### config.mk
export PLATFORM = sky130hd
export DESIGN_NAME = apt_merge
export DESIGN_NICKNAME = d
export VERILOG_FILES = /design/src/hdl/apt_pkg.sv /design/src/hdl/apt_merge.sv
export SDC_FILE = /design/constraint.sdc
export NUM_CORES = 1
export LEC_CHECK = 0
export BUFFER_PORTS_ARGS = -buffer_cell sky130_fd_sc_hd__buf_2
export CORE_MARGIN = 2
export CORE_UTILIZATION = 35
export CTS_CLUSTER_SIZE = 24
export DETAILED_ROUTE_END_ITERATION = 10
export PLACE_DENSITY = 0.69
export RECOVER_POWER = 25
export SETUP_SLACK_MARGIN = 0.2
export SLEW_MARGIN = 30
export SYNTH_ARGS = -nofsm -noshare
export SYNTH_HDL_FRONTEND = slang
export SYNTH_SLANG_ARGS = --single-unit
### constraint.sdc
create_clock -name clock -period 5.1 [get_ports clock]
set_clock_uncertainty 0.15 [all_clocks]
set_input_delay 1.02 -clock clock [delete_from_list [all_inputs] [get_ports clock]]
set_output_delay 1.02 -clock clock [all_outputs]
set_load 0.1 [all_outputs]
### src/hdl/apt_pkg.sv
// shared constants and types for the affine point transform
`timescale 1ns / 1ps
`default_nettype none

package apt_pkg;

   // default word geometry, signed fixed point
   localparam int WORD_BITS_DEF = 32;
   localparam int FRAC_BITS_DEF = 16;

   // item commands
   localparam logic CMD_WRITE     = 1'b0;
   localparam logic CMD_TRANSFORM = 1'b1;

   // matrix layout: row-major 3x3 part, then translation x, y, z
   localparam int AXES        = 3;
   localparam int ENTRY_COUNT = 12;
   localparam int TRANS_BASE  = 9;
   localparam int INDEX_BITS  = 4;

   // per-stage load enables handed to every lane
   typedef struct packed {
      logic s1_en;
      logic s2_en;
      logic s3_en;
   } lane_ctl_type;

endpackage

`default_nettype wire

### src/hdl/apt_merge.sv
// output register: gathers the three lanes and folds their clip flags
`timescale 1ns / 1ps
`default_nettype none

module apt_merge #(
   parameter int WORD_BITS = apt_pkg::WORD_BITS_DEF
) (
   input  wire                              clock,
   input  wire                              reset,
   input  wire                              lane_valid,
   input  wire logic signed [WORD_BITS-1:0] lane_x,
   input  wire logic signed [WORD_BITS-1:0] lane_y,
   input  wire logic signed [WORD_BITS-1:0] lane_z,
   input  wire                              clip_x,
   input  wire                              clip_y,
   input  wire                              clip_z,
   output logic                             load,
   output logic                             rsp_valid,
   input  wire                              rsp_stall,
   output logic signed [WORD_BITS-1:0]      rsp_result_x,
   output logic signed [WORD_BITS-1:0]      rsp_result_y,
   output logic signed [WORD_BITS-1:0]      rsp_result_z,
   output logic                             rsp_saturated
);

   logic                        valid_ff, valid_in;
   logic signed [WORD_BITS-1:0] x_ff, y_ff, z_ff;
   logic                        sat_ff;

   // free when empty or when the held result leaves this cycle
   assign load     = !valid_ff || !rsp_stall;
   assign valid_in = load ? lane_valid : valid_ff;

   always_ff @(posedge clock) begin
      if (reset) begin
         valid_ff <= 1'b0;
      end else begin
         valid_ff <= valid_in;
      end
   end

   always_ff @(posedge clock) begin
      if (load) begin
         x_ff   <= lane_x;
         y_ff   <= lane_y;
         z_ff   <= lane_z;
         sat_ff <= clip_x | clip_y | clip_z;
      end
   end

   assign rsp_valid     = valid_ff;
   assign rsp_result_x  = x_ff;
   assign rsp_result_y  = y_ff;
   assign rsp_result_z  = z_ff;
   assign rsp_saturated = sat_ff;

endmodule

`default_nettype wire

# Word-level counts from Yosys, hierarchy flattened
# Cells that the tools add are included.
dict set report word_totals {
  mem_bits_ro 0
  wordCells 10
  latchBits 0
  out_inout_bits 99
  n_memories 0
  in_bits 103
  regBits 98
  mem_bits_rw 0
}
dict set report op_classes {
  n_addsub 0
  order_cmp 0
  n_mux 0
  n_div 0
  n_eq_ne 0
  shifts 0
  n_reduce_logical 3
  bitwise 2
  mul 0
}
# op n
set ops {}
lappend ops {{$logic_not A1 Y1} 2}
lappend ops {{$or A1 B1 Y1} 2}
lappend ops {{$logic_or A1 B1 Y1} 1}

# Logic depth before layout (Yosys ltp)
# Gate-level depths: netlist (run 1).
dict set report logic_depth {
  word_depth 2
  mapped_depth 2
  mapped_depth_nobuf 2
}

# Worst setup path before layout (run 1)
# OpenSTA, ideal clock, no wires.
dict set report synth_path {
  path_kind {input -> output}
  start {input port rsp_stall}
  end {output port load}
  path_buffers 0
  slack_ps 252
  t_required_ps 3930
  arrival_ps 3678
  stages 1
  path_cell_list {nand2_1}
}
dict set report synth_via {
  elab_chain_cells 2
}
# element line_no
set synth_lines {}
lappend synth_lines {{start: declaration} apt_merge.sv:19} ;# input wire rsp_stall,
lappend synth_lines {{$logic_not A1 Y1} apt_merge.sv:31} ;# assign load = !valid_ff || !rsp_stall;
lappend synth_lines {{$logic_or A1 B1 Y1} apt_merge.sv:31}
lappend synth_lines {{end: declaration} apt_merge.sv:17} ;# output logic load,
# No other way between the ends.

# Worst setup path in the final report (run 1)
# Ends and elaborated chain as after synthesis.

==> run_results.csv, run 1 <==
group,metric,value,unit
outcome,outcome,"complete, no violations",
yosys,synthSimpleGateAreaFrac,0.466,%
route,wl_per_cell,15.6,um
critical_path,crit_path_cell_trace,"buf_2, nand2_4, buf_2",
critical_path,timing.critical_path.to_type,"primary output",
clocking,clock-sinks,98,
clocking,clock_latency,0.36,ns
clocking,max-clock-path-buffers,2,
grt,globalRoute.totalOverflow,0,
yosys,syn-cell-area,2950,sq um
yosys,number_of_flops_mapped_to_enable_cells_by_yosys,97,
yosys,synth_warnings,0,
clocking,postCtsResizedCells,0,
yosys,ys_seq_area_share,99.4,%
critical_path,critical_path.max_fanout,39,
yosys,synth_top_cell_area_share,98.7,%
pwr,power.density,456,nW/um^2
yosys,yosysMostFrequentCell,"sky130_fd_sc_hd__edfxtp_1",
placement,dpl-instance-area,4100,sq um
finish,insertedDiodeCount,0,
route,finalWirelength,6630,um
critical_path,worst-endpoint-required,3.93,ns
yosys,synth.ff_latch_count,98,
timing,report.final.setup_viol,0,
critical_path,crit_family,"buffers and inverters",
timing,slew_viol_final,0,
critical_path,timing.critical_path.depth,3,
critical_path,critical-path-slowest-cell,"sky130_fd_sc_hd__buf_2",
clocking,post_cts_repair_setup_buffers,0,
yosys,post_synth_mux_area_share,0,%
critical_path,setup_crit_start_kind,"primary input",
route,detail_route.vias_per_cell,4.25,
yosys,compound_gate_fraction_of_synth_area,0.170,%
clocking,clk_pin_slew,0.09,ns
pwr,max-vdd-ir-drop,0.244,mV
hold_path,cells_on_worst_hold_path,2,
clocking,clockRootBuffer,"sky130_fd_sc_hd__clkbuf_8",
critical_path,timing.critical_path.arrival,2.06,ns
finish,final_layout_size_suffix_gt1_share,68.1,%
critical_path,critical_path.most_common_cell,"sky130_fd_sc_hd__buf_2",
hold_path,hold_start,"rsp_valid",
yosys,syn_avg_cell_area,28.9,sq um
grt,grt_first_pass_wirelength,9170,um
critical_path,worst-path-buf-inv,2,
critical_path,criticalPathCategory,"primary input to primary output",
yosys,synth_cell_types,6,
finish,stdcell_area,4310,sq um
timing,timing.slew.headroom,49.7,%
yosys,ys.flop_type,"sky130_fd_sc_hd__edfxtp_1",
yosys,synth_fa_ha_area_share,0,%
clocking,postCtsHoldBufs,0,
yosys,synthXorXnorAreaFrac,0,%
critical_path,worst-r2r-cell-count,2,
pwr,power_leakage,1.92,nW
timing,unrepaired_setup_endpoints_after_global_routing,"no",
timing,fmax,310,MHz
hold_path,type_of_the_worst_min_delay_path,"flip-flop to flip-flop",
yosys,netlist_top_cells_area,"sky130_fd_sc_hd__edfxtp_1 99%, sky130_fd_sc_hd__dfxtp_1 0.68%, sky130_fd_sc_hd__or3_1 0.21%",
clocking,ctsHtreeMaxLevel,3,
placement,io_buffers,201,
floorplanning,horiz_die_dim,95.8,um
route,post_route_drc_violation_count,0,
grt,grt_usage,14.2,%
timing,period_needed,3.23,ns
timing,finalSetupTns,0,ns
yosys,post_synth_inst_count,102,
grt,initial_antenna_violation_count,0,
critical_path,cpPeakStageDelay,0.53,ns
floorplanning,dieHeight,95.8,um
route,final_antenna_net_count,0,
critical_path,timing.rr.start,"rsp_valid",
route,drt_pass1_iterations,4,
yosys,synth_top_family_by_area,"simple AND/OR/NAND/NOR gates",
yosys,async_flop_share,0,%
route,drtIter0Drc,60,
placement,place_worst_setup_slack,1.84,ns
yosys,postSynthNetCount,205,
timing,hold-worst-slack,0.406,ns
grt,grt_start_max_net_pins,61,
timing,timing.final.hold_violations,0,
placement,place_congestion,0.686,
finish,area.growth.synth_to_final,46.0,%
timing,setup_ws,1.87,ns
grt,first_global_vias,1874,
yosys,synth_top_area_cell,"sky130_fd_sc_hd__edfxtp_1",
timing,tightest_slew,0.754,ns
clocking,tritoncts_clock_tree,"built",
floorplanning,floorplan.io_pins,202,
clocking,numCtsBuffers,9,
floorplanning,fp.coreArea,8180,sq um
route,vias,1807,
run,max_cap_viol_count,0,
floorplanning,num_rows,33,
finish,final_nets,418,
critical_path,critical_path.startpoint,"rsp_stall",
timing,final.period_utilization,63.2,%
floorplanning,area_of_the_die,9180,sq um
floorplanning,floorplan.initialDensity,36.1,%
==> cells in the final DEF, fill, tap and decap left out <==
cell type | netlist | final
sky130_fd_sc_hd__inv_6 | 0 | 1
sky130_fd_sc_hd__dfxtp_1 | 1 | 1
sky130_fd_sc_hd__buf_4 | 0 | 1
sky130_fd_sc_hd__clkinvlp_4 | 0 | 1
sky130_fd_sc_hd__or3_1 | 1 | 1
sky130_fd_sc_hd__a21oi_1 | 1 | 1
sky130_fd_sc_hd__clkbuf_1 | 0 | 1
sky130_fd_sc_hd__nand2_4 | 0 | 1
sky130_fd_sc_hd__clkbuf_8 | 0 | 10
sky130_fd_sc_hd__bufinv_16 | 0 | 1
sky130_fd_sc_hd__nor2_1 | 1 | 1
sky130_fd_sc_hd__buf_2 | 0 | 201
sky130_fd_sc_hd__clkinv_4 | 0 | 2
sky130_fd_sc_hd__edfxtp_1 | 97 | 97
==> metrics by stage <==
stage / cells / util, % / power (mW)
2_1_floorplan: 102 / - / 1.39
3_3_place_gp: 409 / 50.2 / 1.47
3_5_place_dp: 409 / 50.2 / 1.48
4_1_cts: 425 / 52.7 / 1.99
5_1_grt: 425 / 52.7 / 2.03
6_report: 425 / 52.7 / 1.97
==> final cells by class <==
type                       count  area (sq um)
clock buffer                  11           141
tap                          105           131
multi-input combinational      4          26.3
fill                         680          3870
sequential                    98          2930
clock inverter                 5          63.8
timing repair buffer         202          1010
==> sequential cells by signal, indices dropped and copies added, names as in the netlist <==
register and flops:
rsp_result_x 32, rsp_valid 1, rsp_saturated 1, rsp_result_z 32, rsp_result_y 32
==> tightest hold or removal path, cell delays in order (launching register included) <==
cell	delay [ns]
sky130_fd_sc_hd__dfxtp_1	0.35
sky130_fd_sc_hd__a21oi_1	0.13
sky130_fd_sc_hd__nor2_1	0.04
==> final timing paths <==
| kind | slack (ns) | endpoint |
|---|---|---|
| setup / recovery | 1.87 | load |
| hold / removal | 0.41 | rsp_valid |
| setup reg to reg | 3.10 | rsp_result_y[16] |
| hold reg to reg | 0.41 | rsp_valid |
==> routing by layer <==
layer,wire length [um],up-vias,GRT usage [%],part of all wire [%]
met3,760,17,6.97,11
met4,227,0,8.93,3.4
met5,0,-,0,0
met2,3450,113,23.1,52
met1,2200,842,14.5,33
li1,-,835,-,-
==> cell families after synthesis <==
logic type / count (synthesis)
DFF: 98
and+or+nand+nor: 3
AOI/OAI and AO/OA: 1
==> power by group <==
part / internal, mW / total [mW] / switching, mW
clock network: 0.244 / 0.508 / 0.264
logic: 0.0621 / 0.500 / 0.438
registers: 0.945 / 0.958 / 0.0126
Note: power is estimated with default switching activity, not from simulation.
==> inputs of run 2 (changes only) <==
- PLACE_DENSITY: 0.69 -> 0.72
- clock period: 5.1 -> 2.7 ns (I/O delays scaled with it)
==> run_results.csv, run 2 (synthesis gave the netlist of run 1 again) <==
group,metric,value,unit
outcome,outcome,"complete, no violations",
critical_path,critical_path.startpoint,"rsp_valid",
floorplanning,floorplan.initialDensity,36.1,%
pwr,power.density,851,nW/um^2
timing,report.final.setup_viol,0,
clocking,clk_pin_slew,0.09,ns
critical_path,worst-endpoint-required,2.01,ns
critical_path,timing.reg2reg.setup_slack,1.17,ns
grt,met1_usage,13.5,%
clocking,postCtsResizedCells,0,
timing,setup_ws,0.673,ns
timing,fmax,493,MHz
grt,globalRouteMet2Util,19.1,%
clocking,clockRootBuffer,"sky130_fd_sc_hd__clkbuf_8",
grt,grt.busiest_layer,"met2",
grt,grtUsageMet3,7.28,%
placement,place_congestion,0.670,
pwr,max-vdd-ir-drop,0.389,mV
floorplanning,num_rows,33,
timing,period_needed,2.03,ns
clocking,postCtsHoldBufs,0,
finish,layout.core_utilization,53.1,%
pwr,post-layout-total-power,3.70,mW
finish,final_layout_size_suffix_gt1_share,68.4,%
critical_path,timing.rr.start,"rsp_valid",
hold_path,worst_hold_path.endpoint,"rsp_valid",
route,vias,1802,
floorplanning,fp.coreArea,8180,sq um
finish,area.growth.synth_to_final,47.1,%
clocking,clock-sinks,98,
clocking,post_cts_repair_setup_buffers,0,
grt,first_global_vias,1701,
grt,grt_start_max_net_pins,59,
critical_path,timing.critical_path.arrival,1.34,ns
hold_path,cells_on_worst_hold_path,2,
hold_path,type_of_the_worst_min_delay_path,"primary input to flip-flop",
critical_path,regToRegEndpoint,"rsp_result_x[5]",
clocking,numCtsBuffers,9,
run,max_cap_viol_count,0,
floorplanning,floorplan.io_pins,202,
timing,unrepaired_setup_endpoints_after_global_routing,"no",
floorplanning,horiz_die_dim,95.8,um
clocking,ctsHtreeMaxLevel,3,
pwr,power_leakage,1.93,nW
timing,timing.slew.headroom,66.2,%
route,post_route_drc_violation_count,0,
finish,final_nets,418,
finish,most_common_cell_after_layout_fill_and_taps_aside,"sky130_fd_sc_hd__buf_2",
route,drtIter0Drc,46,
route,drt_pass1_iterations,4,
route,finalWirelength,6200,um
timing,final.period_utilization,75.1,%
hold_path,hold_start,"reset",
placement,place_worst_setup_slack,0.819,ns
placement,io_buffers,201,
clocking,clock_latency,0.34,ns
floorplanning,area_of_the_die,9180,sq um
critical_path,critical_path.max_fanout,41,
critical_path,worst-r2r-cell-count,2,
critical_path,setup_crit_start_kind,"flip-flop",
grt,grt_first_pass_wirelength,8180,um
route,detail_route.vias_per_cell,4.22,
timing,slew_viol_final,0,
route,wl_per_cell,14.5,um
clocking,tritoncts_clock_tree,"built",
timing,tightest_slew,0.510,ns
clocking,max-clock-path-buffers,2,
critical_path,timing.critical_path.to_type,"primary output",
grt,grt_usage,12.3,%
critical_path,criticalPathCategory,"flip-flop to primary output",
floorplanning,dieHeight,95.8,um
route,final_antenna_net_count,0,
grt,globalRoute.totalOverflow,0,
finish,layout_common_cells,"200 x sky130_fd_sc_hd__buf_2, 97 x sky130_fd_sc_hd__edfxtp_1, 9 x sky130_fd_sc_hd__clkbuf_8, 3 x sky130_fd_sc_hd__inv_6",
grt,initial_antenna_violation_count,3,
timing,timing.final.hold_violations,0,
timing,finalSetupTns,0,ns
[run 2: cell count changes in the layout (fill, tap and decap cells not counted), sizes merged]
cell	delta
diode	+2
inv	+2
clkbuf	-2
[run 2: how the worst max path moves through the flow]
stage | end | slack, ns | depth (start not counted)
after floorplan | load | 0.27 | 1
after global placement | load | 0.83 | 3
after detailed placement | load | 0.82 | 3
after CTS | load | 0.64 | 2
after global routing | load | 0.57 | 2
final | load | 0.67 | 2
[run 2: area by class of cell]
class,count,area [sq um]
Fill cell,703,3830
Sequential cell,98,2930
Timing Repair Buffer,202,1040
Tap cell,105,131
Clock buffer,9,124
Clock inverter,7,73.8
Multi-Input combinational cell,4,35.0
Antenna cell,2,5.00
[run 2: critical path, stage by stage, from the launching register on]
cell and delay [ns]:
sky130_fd_sc_hd__dfxtp_1 0.46, sky130_fd_sc_hd__nand2_8 0.25, sky130_fd_sc_hd__buf_12 0.26
[run 2: stage by stage]
| step | hold WS, ns | area, sq um | instances |
|---|---|---|---|
| after floorplan | 0.462 | 2970 | 102 |
| after global placement | 0.429 | 4140 | 409 |
| after detailed placement | 0.461 | 4140 | 409 |
| after CTS | 0.172 | 4340 | 425 |
| after global routing | 0.176 | 4340 | 425 |
| final | 0.194 | 4340 | 427 |
[run 2: power breakdown]
part           switching [mW]  total, mW  internal, mW
logic                   0.825      0.947         0.122
registers              0.0237       1.81          1.78
clock network           0.507      0.942         0.435
total                    1.36       3.70          2.34
[run 2: layer usage]
layer  routed length, um  up-vias
li1                    -      841
met1                2340      826
met2                2850      123
met3                 915       10
met4                  90        2
met5                  11        -
